## src/rtl/jsu_pkg.sv

```systemverilog
// Shared types, codes and character helpers for the JSON string unescaper.
`default_nettype none
package jsu_pkg;

	localparam int unsigned FIFO_DEPTH = 4;
	localparam int unsigned FIFO_AW    = $clog2(FIFO_DEPTH);
	localparam int unsigned MAX_RES    = 3;

	localparam logic [1:0] ST_OK      = 2'd0;
	localparam logic [1:0] ST_BAD_ESC = 2'd1;
	localparam logic [1:0] ST_BAD_HEX = 2'd2;

	localparam logic [7:0] CH_BSLASH = 8'h5C;
	localparam logic [7:0] CH_U      = 8'h75;

	localparam logic [15:0] UTF8_MAX1 = 16'h007F;
	localparam logic [15:0] UTF8_MAX2 = 16'h07FF;
	localparam logic [7:0]  UTF8_LEAD2 = 8'hC0;
	localparam logic [7:0]  UTF8_LEAD3 = 8'hE0;
	localparam logic [7:0]  UTF8_CONT  = 8'h80;

	typedef enum logic [3:0] {
		M_NORMAL  = 4'b0001,
		M_ESCAPE  = 4'b0010,
		M_HEX     = 4'b0100,
		M_DISCARD = 4'b1000
	} mode_t;

	typedef struct packed {
		logic [7:0] data;
		logic       valid;
		logic [1:0] status;
		logic       last;
	} result_t;

	typedef struct packed {
		logic [1:0] cnt;
		result_t [MAX_RES-1:0] res;
	} group_t;

	typedef struct packed {
		logic       ok;
		logic [7:0] data;
	} esc_t;

	typedef struct packed {
		logic       ok;
		logic [3:0] nib;
	} hex_t;

	function automatic esc_t escape_map(input logic [7:0] c);
		esc_t r;
		r.ok = 1'b1;
		case (c)
			8'h5C:   r.data = 8'h5C;
			8'h2F:   r.data = 8'h2F;
			8'h62:   r.data = 8'h08;
			8'h66:   r.data = 8'h0C;
			8'h6E:   r.data = 8'h0A;
			8'h72:   r.data = 8'h0D;
			8'h74:   r.data = 8'h09;
			8'h76:   r.data = 8'h0B;
			8'h27:   r.data = 8'h27;
			8'h22:   r.data = 8'h22;
			8'h00:   r.data = 8'h00;
			default: begin
				r.ok   = 1'b0;
				r.data = 8'h00;
			end
		endcase
		return r;
	endfunction

	function automatic hex_t hex_value(input logic [7:0] c);
		hex_t r;
		r.ok = 1'b1;
		if (c inside {[8'h30:8'h39]}) begin
			r.nib = c[3:0];
		end else if (c inside {[8'h61:8'h66], [8'h41:8'h46]}) begin
			r.nib = c[3:0] + 4'd9;
		end else begin
			r.ok  = 1'b0;
			r.nib = 4'd0;
		end
		return r;
	endfunction

endpackage
`default_nettype wire

```

## src/rtl/json_string_unescape_utf8_core.sv

```systemverilog
// JSON string body unescaper with UTF-8 encoding of u-escapes (top level).
// Takes one string byte per cycle (in_valid/in_stall) into an input register, decodes it
// there into zero to three result bytes, and places them in a four-entry result queue
// that res_valid/res_stall drains at one result per cycle. A byte enters in every cycle
// while the queue can take three more results after this cycle's transfer out, so the
// sustained rate is one byte per cycle whenever bytes average at most one result each;
// u-escapes that expand to two or three UTF-8 bytes are paced by the output port.
// Errors give one result with out_valid low, out_status set and out_last high, and the
// rest of the string is dropped up to its last byte.
`default_nettype none
module json_string_unescape_utf8_core
	import jsu_pkg::*;
(
	input  wire logic       clk,
	input  wire logic       arst_n,
	input  wire logic       in_valid,
	output logic            in_stall,
	input  wire logic [7:0] in_byte,
	input  wire logic       in_last,
	output logic            res_valid,
	input  wire logic       res_stall,
	output logic [7:0]      out_byte,
	output logic            out_valid,
	output logic [1:0]      out_status,
	output logic            out_last
);

	logic               valid_s1;
	logic [7:0]         byte_s1;
	logic               last_s1;
	logic               take;
	logic               advance;
	logic               can_push;
	logic               pop;
	group_t             grp;
	result_t            head;
	logic [FIFO_AW:0]   level;

	assign advance  = valid_s1 && can_push;
	assign in_stall = valid_s1 && !can_push;
	assign take     = in_valid && !in_stall;
	assign pop      = res_valid && !res_stall;

	always_ff @(posedge clk or negedge arst_n) begin
		if (!arst_n) begin
			valid_s1 <= 1'b0;
		end else if (take) begin
			valid_s1 <= 1'b1;
		end else if (advance) begin
			valid_s1 <= 1'b0;
		end
	end

	always_ff @(posedge clk) begin
		if (take) begin
			byte_s1 <= in_byte;
			last_s1 <= in_last;
		end
	end

	jsu_decode u_decode (
		.clk     (clk),
		.arst_n  (arst_n),
		.fire    (advance),
		.byte_s1 (byte_s1),
		.last_s1 (last_s1),
		.grp     (grp)
	);

	jsu_res_fifo u_fifo (
		.clk       (clk),
		.arst_n    (arst_n),
		.push      (advance),
		.grp       (grp),
		.pop       (pop),
		.head      (head),
		.not_empty (res_valid),
		.can_push  (can_push),
		.level     (level)
	);

	assign out_byte   = head.data;
	assign out_valid  = head.valid;
	assign out_status = head.status;
	assign out_last   = head.last;

	a_err_is_final: assert property (@(posedge clk) disable iff (!arst_n)
		(res_valid && out_status != ST_OK) |-> (out_last && !out_valid))
		else $error("error result not marked final");

	a_marker_zero: assert property (@(posedge clk) disable iff (!arst_n)
		(res_valid && !out_valid) |-> (out_byte == 8'h00 && out_last))
		else $error("marker result carries data or is not final");

	a_queue_bound: assert property (@(posedge clk) disable iff (!arst_n)
		level <= (FIFO_AW+1)'(FIFO_DEPTH))
		else $error("result queue overfilled");

	a_stall_holds: assert property (@(posedge clk) disable iff (!arst_n)
		in_stall |=> valid_s1 && $stable(byte_s1) && $stable(last_s1))
		else $error("input register lost a stalled byte");

endmodule
`default_nettype wire

```

## src/rtl/jsu_decode.sv

```systemverilog
// Escape decoder: mode state, held u-digits and the per-byte result group.
`default_nettype none
module jsu_decode
	import jsu_pkg::*;
(
	input  wire logic       clk,
	input  wire logic       arst_n,
	input  wire logic       fire,
	input  wire logic [7:0] byte_s1,
	input  wire logic       last_s1,
	output group_t          grp
);

	mode_t      mode_q, mode_d;
	logic [1:0] hc_q, hc_d;
	logic [7:0] held_q [0:2];
	logic       held_we;

	always_comb begin
		logic [1:0]  n;
		logic        err;
		logic [7:0]  t [0:2];
		logic [1:0]  len;
		logic        skip;
		logic        stop;
		logic [7:0]  e;
		esc_t        em;
		hex_t        h0, h1, h2, h3;
		logic [15:0] v;

		n       = 2'd0;
		err     = 1'b0;
		mode_d  = mode_q;
		hc_d    = hc_q;
		held_we = 1'b0;
		skip    = 1'b0;
		stop    = 1'b0;
		e       = 8'h00;
		em      = '0;
		grp     = '0;
		t[0]    = held_q[0];
		t[1]    = held_q[1];
		t[2]    = held_q[2];
		case (hc_q)
			2'd0:    t[0] = byte_s1;
			2'd1:    t[1] = byte_s1;
			default: t[2] = byte_s1;
		endcase
		len = hc_q + 2'd1;
		h0  = hex_value(held_q[0]);
		h1  = hex_value(held_q[1]);
		h2  = hex_value(held_q[2]);
		h3  = hex_value(byte_s1);
		v   = {h0.nib, h1.nib, h2.nib, h3.nib};

		case (mode_q)
			M_DISCARD: begin
				if (last_s1) begin
					mode_d = M_NORMAL;
					hc_d   = 2'd0;
				end
			end
			M_NORMAL: begin
				if (byte_s1 == CH_BSLASH) begin
					mode_d = M_ESCAPE;
				end else begin
					grp.res[n] = '{byte_s1, 1'b1, ST_OK, 1'b0};
					n = n + 2'd1;
				end
			end
			M_ESCAPE: begin
				if (byte_s1 == CH_U) begin
					mode_d = M_HEX;
					hc_d   = 2'd0;
				end else begin
					em = escape_map(byte_s1);
					if (!em.ok) begin
						grp.res[n] = '{8'h00, 1'b0, ST_BAD_ESC, 1'b1};
						n   = n + 2'd1;
						err = 1'b1;
					end else begin
						grp.res[n] = '{em.data, 1'b1, ST_OK, 1'b0};
						n = n + 2'd1;
					end
					mode_d = M_NORMAL;
				end
			end
			M_HEX: begin
				if (hc_q != 2'd3) begin
					held_we = 1'b1;
					hc_d    = hc_q + 2'd1;
					if (last_s1) begin
						for (int k = 0; k < 3; k++) begin
							if (k < int'(len) && !stop) begin
								if (skip) begin
									skip = 1'b0;
								end else if (t[k] != CH_BSLASH) begin
									grp.res[n] = '{t[k], 1'b1, ST_OK, 1'b0};
									n = n + 2'd1;
								end else if (k < 2 && k + 1 < int'(len)) begin
									e    = t[k+1];
									skip = 1'b1;
									if (e != CH_U) begin
										em = escape_map(e);
										if (!em.ok) begin
											grp.res[n] = '{8'h00, 1'b0, ST_BAD_ESC, 1'b1};
											n    = n + 2'd1;
											err  = 1'b1;
											stop = 1'b1;
										end else begin
											grp.res[n] = '{em.data, 1'b1, ST_OK, 1'b0};
											n = n + 2'd1;
										end
									end
								end
							end
						end
						mode_d = M_NORMAL;
						hc_d   = 2'd0;
					end
				end else begin
					if (!(h0.ok && h1.ok && h2.ok && h3.ok)) begin
						grp.res[n] = '{8'h00, 1'b0, ST_BAD_HEX, 1'b1};
						n   = n + 2'd1;
						err = 1'b1;
					end else if (v <= UTF8_MAX1) begin
						grp.res[n] = '{v[7:0], 1'b1, ST_OK, 1'b0};
						n = n + 2'd1;
					end else if (v <= UTF8_MAX2) begin
						grp.res[n] = '{UTF8_LEAD2 | {3'b000, v[10:6]}, 1'b1, ST_OK, 1'b0};
						n = n + 2'd1;
						grp.res[n] = '{UTF8_CONT | {2'b00, v[5:0]}, 1'b1, ST_OK, 1'b0};
						n = n + 2'd1;
					end else begin
						grp.res[n] = '{UTF8_LEAD3 | {4'b0000, v[15:12]}, 1'b1, ST_OK, 1'b0};
						n = n + 2'd1;
						grp.res[n] = '{UTF8_CONT | {2'b00, v[11:6]}, 1'b1, ST_OK, 1'b0};
						n = n + 2'd1;
						grp.res[n] = '{UTF8_CONT | {2'b00, v[5:0]}, 1'b1, ST_OK, 1'b0};
						n = n + 2'd1;
					end
					mode_d = M_NORMAL;
					hc_d   = 2'd0;
				end
			end
			default: begin
				mode_d = M_NORMAL;
				hc_d   = 2'd0;
			end
		endcase

		if (mode_q != M_DISCARD) begin
			if (err) begin
				mode_d = last_s1 ? M_NORMAL : M_DISCARD;
				hc_d   = 2'd0;
			end else if (last_s1) begin
				if (n == 2'd0) begin
					grp.res[n] = '{8'h00, 1'b0, ST_OK, 1'b1};
					n = n + 2'd1;
				end else begin
					grp.res[n - 2'd1].last = 1'b1;
				end
				mode_d = M_NORMAL;
				hc_d   = 2'd0;
			end
		end
		grp.cnt = n;
	end

	always_ff @(posedge clk or negedge arst_n) begin
		if (!arst_n) begin
			mode_q <= M_NORMAL;
			hc_q   <= 2'd0;
		end else if (fire) begin
			mode_q <= mode_d;
			hc_q   <= hc_d;
		end
	end

	always_ff @(posedge clk) begin
		if (fire && held_we) begin
			case (hc_q)
				2'd0:    held_q[0] <= byte_s1;
				2'd1:    held_q[1] <= byte_s1;
				default: held_q[2] <= byte_s1;
			endcase
		end
	end

endmodule
`default_nettype wire

```

## src/rtl/jsu_res_fifo.sv

```systemverilog
// Result queue: takes a group of up to three results, hands out one per transfer.
`default_nettype none
module jsu_res_fifo
	import jsu_pkg::*;
(
	input  wire logic           clk,
	input  wire logic           arst_n,
	input  wire logic           push,
	input  group_t              grp,
	input  wire logic           pop,
	output result_t             head,
	output logic                not_empty,
	output logic                can_push,
	output logic [FIFO_AW:0]    level
);

	result_t              mem_q [0:FIFO_DEPTH-1];
	logic [FIFO_AW-1:0]   wp_q, rp_q;
	logic [FIFO_AW:0]     cnt_q;
	logic [FIFO_AW:0]     after_pop;

	assign not_empty = (cnt_q != '0);
	assign head      = mem_q[rp_q];
	assign level     = cnt_q;
	assign after_pop = cnt_q - {{FIFO_AW{1'b0}}, pop};
	assign can_push  = (after_pop <= (FIFO_AW+1)'(FIFO_DEPTH - MAX_RES));

	always_ff @(posedge clk) begin
		if (push) begin
			for (int k = 0; k < MAX_RES; k++) begin
				if (k < int'(grp.cnt)) begin
					mem_q[wp_q + FIFO_AW'(k)] <= grp.res[k];
				end
			end
		end
	end

	always_ff @(posedge clk or negedge arst_n) begin
		if (!arst_n) begin
			wp_q  <= '0;
			rp_q  <= '0;
			cnt_q <= '0;
		end else begin
			if (push) begin
				wp_q <= wp_q + FIFO_AW'(grp.cnt);
			end
			if (pop) begin
				rp_q <= rp_q + FIFO_AW'(1);
			end
			cnt_q <= after_pop + (push ? (FIFO_AW+1)'(grp.cnt) : '0);
		end
	end

endmodule
`default_nettype wire
```

## config.mk

```make
export PLATFORM = sky130hd
export DESIGN_NAME = json_string_unescape_utf8_core
export DESIGN_NICKNAME = d
export VERILOG_FILES = /design/src/rtl/jsu_pkg.sv /design/src/rtl/json_string_unescape_utf8_core.sv /design/src/rtl/jsu_decode.sv /design/src/rtl/jsu_res_fifo.sv
export SDC_FILE = /design/constraint.sdc
export NUM_CORES = 1
export LEC_CHECK = 0
export ABC_AREA = 1
export BUFFER_PORTS_ARGS = -buffer_cell sky130_fd_sc_hd__buf_2
export CAP_MARGIN = 25
export CORE_AREA = 4 4 124 126
export DETAILED_ROUTE_END_ITERATION = 12
export DIE_AREA = 0 0 128 130
export PLACE_DENSITY = 0.82
export SYNTH_ARGS = -nofsm -noshare
export SYNTH_HDL_FRONTEND = slang
export SYNTH_SLANG_ARGS = --single-unit
export TNS_END_PERCENT = 1
```

## constraint.sdc

```tcl
create_clock -name clk -period 7.3 [get_ports clk]
set_input_delay 0 -clock clk [delete_from_list [all_inputs] [get_ports clk]]
set_output_delay 0 -clock clk [all_outputs]
set_load 0.005 [all_outputs]
```

==> results.ini, run 1 <==
[sta]
fin_tns_setup_ns=0
setup_ws_ns=1.096
rsz0062_at_grt=false
period_share_pct=84.99
fin_crit_ns=6.204
max_slew.worst_pin.slew_ns=0.9094
setup_viol=0
worst_slew_margin_rel_pct=39.15
final_max_slew_viol_count=0
hold_viol_final=0
fmax_mhz=161.2
skew_ns=0.008043

[clocking]
cts_tree=yes
htreeDepth=3
cts_buffers=9
cts.clk_slew.worst_paths_ns=0.08
clk_latency_ns=0.37
clockBufferDepth=2
root_buffer=clkbuf_16
postCtsSetupRepairBufs=0
clock_sinks=95

[floorplan]
io_pins=27
start_util_pct=63.77
dieWidth_um=128
fp.dieArea_um2=16640
row_count=44
core_um2=14310
die_y_um=130

[finish]
nets=1458
area_growth_pct=6.456
nFillCells=1309
drive_gt1_share_pct=10.25
antennaDiodeCount=0
final_common_cell=nand2_1
final_cell_mix=nand2_1, nand3_1, inv_1
fin_area_um2=9717
finalNonFillerCells=1598

[routing]
routed_wirelength_um=30460
vias=9704
ant_nets=0
drt_iter0_markers=1625
wire_per_inst_um=19.06
viasPerCell=6.073
first_pass_iters=6
drc_errors=0

[power_and_ir_drop]
leakagePower_nw=4.762
irDropWorstVdd_v=0.0004026
p_total_mw=3.022
switching_share_pct=51.43
p_per_area_nw_per_um2=311.0
clkPwrFrac_pct=16.5
p_comb_share_pct=54.2
power_switching_mw=1.554
power_frac_seq_pct=29.3
internal_power_mw=1.468

[setup_path]
required_ns=7.31
end_kind=flop
critPathMaxFanout=25
reg2reg_slack_ns=1.10
r2r_start=u_decode.hc_q[1]
crit_top_cell=nand2_1
r2r_end=u_fifo.mem_q[2][8]
arrival_ns=6.22
cp_slowest_cell=dfrtp_1
slowest_delay_ns=0.58
rr_worst_depth=30
path_class=reg -> reg
crit_path_start_kind=flop

[synthesis]
synth_edf_count=81
synth_fp_nets=1449
ys_top_cells_by_area=edfxtp_1, nand2_1, nand3_1, inv_1, nor2_1
synth_top_cell_by_area=edfxtp_1
synth_area_um2=9128
synth_ff_type=edfxtp_1
seq_area_frac_synth_pct=30.50
synthDistinctLibCells=55
synth_seq_cells=95
yosys_warnings=0
ys_async_sr_fraction_pct=14.74
netlist.area_leader.share_pct=26.65
avgSynthCellArea_um2=6.520
netlist_instances=1400

[flow_run]
maxCapViolations=0

[global_route]
grt_max_degree=40
grt_usage_pct=37.27
antenna_found_initial=2
grt_pass1_wl_um=47870
overflow=0
grt_pass1_vias=8929

[placed_design]
post-dp-hpwl_um=23730
gp_congestion=1.033
dp_cells=1570
port_buffers=26
place_area_um2=9290
place_worst_setup_slack_ns=1.219

[status]
status=finished clean

[hold_path]
hp-class=in -> async

## cells in the mapped netlist (2+ instances only)
| master | n |
|---|---|
| nor3_1 | 13 |
| o2111ai_1 | 2 |
| nand2_2 | 22 |
| nor3_2 | 2 |
| a211oi_1 | 2 |
| clkbuf_2 | 2 |
| buf_6 | 3 |
| nand3_2 | 8 |
| nand2_4 | 5 |
| xnor2_1 | 3 |
| o211ai_1 | 3 |
| buf_2 | 15 |
| o21ai_0 | 79 |
| ha_1 | 35 |
| nand4_2 | 3 |
| inv_4 | 2 |
| buf_4 | 10 |
| nand3b_1 | 2 |
| nand2_1 | 515 |
| nand4_1 | 42 |
| nor2_2 | 15 |
| nand3_1 | 143 |
| inv_1 | 130 |
| nor2_1 | 121 |
| edfxtp_1 | 81 |
| nor2_4 | 6 |
| clkinv_1 | 2 |
| dfrtp_1 | 13 |
| inv_2 | 17 |
| xor2_1 | 4 |
| a31oi_1 | 3 |
| nand3_4 | 6 |
| clkbuf_1 | 18 |
| a21oi_1 | 27 |
| nor4_1 | 3 |
| o22ai_1 | 17 |
| o21ai_1 | 8 |
## power by group through the flow
stage | sequential (mW) | combinational, mW | clock, mW
after floorplan | 0.811 | 1.17 | 0
after global placement | 0.887 | 1.55 | 0
after detailed placement | 0.892 | 1.57 | 0
after CTS | 0.880 | 1.58 | 0.493
after global routing | 0.897 | 1.81 | 0.516
final | 0.886 | 1.64 | 0.498
## timing repair
action	4_1_cts	5_1_grt
endpoints found under the hold margin	25	0
hold buffers	12	0
gates resized for setup	0	0
## cell families after synthesis
kind of cell             Yosys count  synth area share, %
AO/OA/AOI/OAI                    149                9.308
XOR/XNOR                           7               0.6717
adder cells (fa/ha/maj)           36                5.017
buffers and inverters            201                9.225
flip-flops                        95                30.50
AND/OR/NAND/NOR                  912                45.28
## layout make-up
type                    count  area (um^2)  area share (%)
multi-input cells        1104         5502           56.62
clock inverters             7        81.33          0.8370
clock buffers               9        225.2           2.318
repair buffers             47        317.8           3.271
flip-flops and latches     95         2784           28.65
inverters                 152        576.8           5.936
well taps                 184        230.2           2.369
## worst max-delay path, delay by kind of cell (launching register included)
kind            cells  cell delay [ns]
compound gates      1             0.14
fa+ha+maj           4             1.29
buf+inv             4             0.51
flops               1             0.58
simple gates       21             3.32
## routing by layer
metal	up-vias	track usage, %	routed length [um]
met2	620	54.71	12900
li1	4610	-	-
met3	79	12.03	4056
met1	4391	52.41	12740
met4	4	11.99	733
met5	-	0	27
## registers in the layout (all words and copies together), names as in the netlist
name	flops
u_fifo.rp_q	2
u_decode.hc_q	2
u_decode.mode_q	4
last_s1	1
u_fifo.wp_q	2
u_fifo.level	3
u_decode.held_q	24
u_fifo.mem_q	48
valid_s1	1
byte_s1	8
## how the worst max path moves through the flow
stage | from | slack [ns] | end | cells past startpoint
floorplan | u_decode.hc_q[1] | 2.54 | u_fifo.mem_q[0][0] | 33
global placement | u_decode.hc_q[1] | 1.46 | u_fifo.mem_q[1][1] | 30
detailed placement | u_decode.hc_q[1] | 1.22 | u_fifo.mem_q[2][10] | 30
CTS | u_decode.hc_q[1] | 1.21 | u_fifo.mem_q[2][2] | 30
global route | u_decode.hc_q[1] | 0.51 | u_fifo.mem_q[3][0] | 30
finish | u_decode.hc_q[1] | 1.10 | u_fifo.mem_q[2][8] | 30
## through the flow
step / utilization (%) / hold WS, ns
after CTS: 67.88 / 0.1068
after floorplan: - / -0.2956
final: 67.88 / 0.09810
after global placement: 64.90 / -0.06630
after detailed placement: 64.90 / -0.06187
after global routing: 67.88 / 0.1216
No activity file was read; power rests on OpenSTA's default activity.
==> run 2, diff against run 1 <==
- ABC_AREA: 1 -> 0
- CORE_AREA: 4 4 124 126 -> 4 4 123 125
- DIE_AREA: 0 0 128 130 -> 0 0 127 129
- PLACE_DENSITY: 0.82 -> 0.8
- clock period: 7.3 -> 5.93 ns (I/O delays scaled with it)
==> run 2 against run 1 <==
  * Flip-flop and latch count stayed put
  * Critical path type unchanged
  * Sequential share of layout area increased by 0.14 points
  * Total power increased by 4.2%
  * Synthesized area is 3.2% lower
  * Non-clock buffer count is 32 higher
  * Clock skew grew 0.0067 ns
  * Critical endpoint is now u_fifo.wp_q[1]
  * Utilization up 1.8 points
  * Register-to-register slack worse by 0.77 ns
  * Clock power rose by 25%
  * Largest power group unchanged
  * Maximum frequency grew 11%
  * Synthesized cell count fell by 32%
  * Count of clock-buffer cells in the layout unchanged
==> results.ini, run 2 <==
[finish]
nets=1028  ; -29%
nFillCells=1122  ; -14%
regMostFlops=u_fifo.mem_q
largest_register_ffs=48  ; unchanged
multi_input_area_um2=5648  ; +2.7%
utilization_pct=69.66  ; +1.8 points
fin_area_um2=9669  ; -0.49%
antennaDiodeCount=0  ; unchanged
reg.largest.list=u_fifo.mem_q (48), u_decode.held_q (24), byte_s1 (8)
regArea_um2=2784  ; unchanged
area_growth_pct=9.415
final_common_cell=mux2i_1
final_cell_mix=mux2i_1, edfxtp_1, nor2_1
drive_gt1_share_pct=15.45  ; +5.2 points
finalNonFillerCells=1164  ; -27%

[clocking]
clk_latency_ns=0.36  ; about the same
htreeDepth=3  ; unchanged
cts_tree=yes
cts.clk_slew.worst_paths_ns=0.08  ; about the same
root_buffer=clkbuf_16
clockBufferDepth=2  ; unchanged
cts_buffers=9  ; unchanged
clock_sinks=95  ; unchanged

[global_route]
grt_max_degree=34  ; -15%
grt_pass1_vias=7887  ; -12%
antenna_found_initial=1  ; -1
grt_pass1_wl_um=45850  ; -4.2%
overflow=0  ; unchanged
grt_usage_pct=36.28  ; -0.99 points

[synthesis]
ys_top_cells_by_area=edfxtp_1, mux2i_1, ha_1, dfrtp_1, mux4_2
netlist_instances=956  ; -32%
synth_edf_count=81  ; unchanged
seq_area_frac_synth_pct=31.50  ; +1.0 points
synth_common_cells=mux2i_1, edfxtp_1, nor2_1
synthDistinctLibCells=98  ; +78%
netlist.area_leader.share_pct=27.52  ; +0.88 points
synth_area_um2=8837  ; -3.2%
avgSynthCellArea_um2=9.244  ; +42%
synth_seq_cells=95  ; unchanged
ys_async_sr_fraction_pct=14.74  ; unchanged
synth_top_cell_by_area=edfxtp_1
yosys_warnings=0  ; unchanged
yosysMostFrequentCell=mux2i_1
synth_ff_type=edfxtp_1
synth_fp_nets=1005  ; -31%

[sta]
worst_slew_margin_rel_pct=24.79  ; -14 points
setup_viol=0  ; unchanged
max_slew.worst_pin.slew_ns=1.116  ; +0.2069 ns
hold_viol_final=0  ; unchanged
final_max_slew_viol_count=0  ; unchanged
fin_tns_setup_ns=0  ; unchanged
fin_crit_ns=5.603  ; -0.6016 ns
skew_ns=0.01472  ; +0.006680 ns
period_share_pct=94.48  ; +9.5 points
rsz0062_at_grt=false
fmax_mhz=178.5  ; +11%

[setup_path]
critPathMaxFanout=9  ; -64%
arrival_ns=5.88  ; -0.34 ns
required_ns=6.21  ; -1.10 ns
path_class=reg -> reg
rr_worst_depth=24  ; -20%
end_kind=flop
crit_path_start_kind=flop

[floorplan]
dieWidth_um=127  ; -0.78%
fp.dieArea_um2=16380  ; -1.5%
core_um2=13880  ; -3.0%
row_count=43  ; -2.3%
io_pins=27  ; unchanged
start_util_pct=63.67  ; -0.10 points
die_y_um=129  ; -0.77%

[routing]
routed_wirelength_um=29260  ; -3.9%
vias=8462  ; -13%
viasPerCell=7.270  ; +20%
drt_iter0_markers=1209  ; -26%
drc_errors=0  ; unchanged
wire_per_inst_um=25.14  ; +32%
ant_nets=0  ; unchanged
first_pass_iters=9  ; +3

[placed_design]
place_area_um2=9176  ; -1.2%
port_buffers=26  ; unchanged
dp_cells=1135  ; -28%
post-dp-hpwl_um=21700  ; -8.5%
gp_congestion=1.093  ; +5.9%

[power_and_ir_drop]
leakagePower_nw=3.868  ; -19%
p_per_area_nw_per_um2=325.7  ; +4.7%
irDropWorstVdd_v=0.0003516  ; -13%
p_total_mw=3.149  ; +4.2%

[hold_path]
hp-class=in -> async

[status]
status=finished clean

[flow_run]
maxCapViolations=0  ; unchanged

## run 2: cell count changes after synthesis, sizes merged, moves of 15 or more
cell	before	now
inv	149	37
nand4	46	10
and2	1	18
nand3	157	36
a21oi	28	48
o21ai	87	57
mux2i	0	100
clkbuf	20	35
and3	1	16
nor2	142	73
a31oi	4	25
nand2	543	60
## run 2: critical path, stage by stage (launching register included)
cell and delay [ns]:
dfrtp_1 0.46, inv_1 0.10, ha_1 0.34, nand4bb_2 0.34, nor4_4 0.22, o22a_2 0.23, a21o_1 0.19, inv_1 0.09
ha_1 0.31, and2_1 0.16, o41ai_1 0.22, o31ai_1 0.13, a21oi_2 0.17, inv_1 0.09, ha_1 0.28, nor2b_1 0.15
a221oi_4 0.27, buf_4 0.22, ha_1 0.23, nand2_1 0.17, o21ai_2 0.17, inv_1 0.11, ha_1 0.24, or4_1 0.51
o2111ai_1 0.11
## run 2: worst paths after layout
check	to	start	slack (ns)
hold / removal	u_fifo.rp_q[0]	arst_n	0.07
max in group asynchronous	u_decode.mode_q[0]	arst_n	5.56
hold reg to reg	valid_s1	valid_s1	0.55
setup reg to reg	u_fifo.wp_q[1]	u_decode.hc_q[0]	0.33
min in group clk	byte_s1[4]	in_byte[4]	0.36
setup / recovery	u_fifo.wp_q[1]	u_decode.hc_q[0]	0.33
## run 2: routing by layer
metal | GRT usage, % | part of all wire [%] | routed length [um]
met5 | 0 | 0.051 | 15
met4 | 12.87 | 3.6 | 1056
met3 | 9.132 | 11 | 3352
met2 | 54.20 | 44 | 12810
met1 | 51.49 | 41 | 12030
## run 2: final cells by class
type                       instances  share of cell area, %
multi-input combinational        757                  58.41
sequential                        95                  28.79
timing repair buffer              79                  5.771
clock buffer                       9                  2.329
tap                              180                  2.329
inverter                          37                  1.436
clock inverter                     7                 0.9317
## run 2: stage by stage
| step | hold slack, ns | setup slack [ns] |
|---|---|---|
| after floorplan | -0.2956 | 0.02393 |
| after global placement | -0.07686 | 0.2748 |
| after detailed placement | -0.07310 | -0.01334 |
| after CTS | 0.07543 | 0.06368 |
| after global routing | 0.1123 | 0.003648 |
| final | 0.07162 | 0.3274 |
## run 2: cell families (layout without fill, tap and decap cells)
logic type,count (synthesis),count (layout),synth area share [%]
flops,95,95,31.50
compound gates,264,264,21.10
fa+ha+maj,36,36,5.182
xor+xnor,7,7,0.6938
buf+inv,104,132,5.352
mux,124,124,16.00
simple gates,326,326,20.18
## run 2: repair_timing
| item | in CTS | in global routing |
|---|---|---|
| setup endpoints to repair | 24 | 93 |
| hold buffers | 12 | 0 |
| setup buffers | 0 | 1 |
| gates cloned | 0 | 0 |
| resized for setup | 2 | 9 |
| hold endpoints to repair | 26 | 0 |
| pin swaps | 0 | 1 |
## run 2: power breakdown
part           leakage [nW]  internal [mW]  total [mW]  switching, mW
registers             0.908          0.970        1.11          0.144
logic                  2.81          0.565        1.41          0.849
clock network         0.147          0.336       0.621          0.285
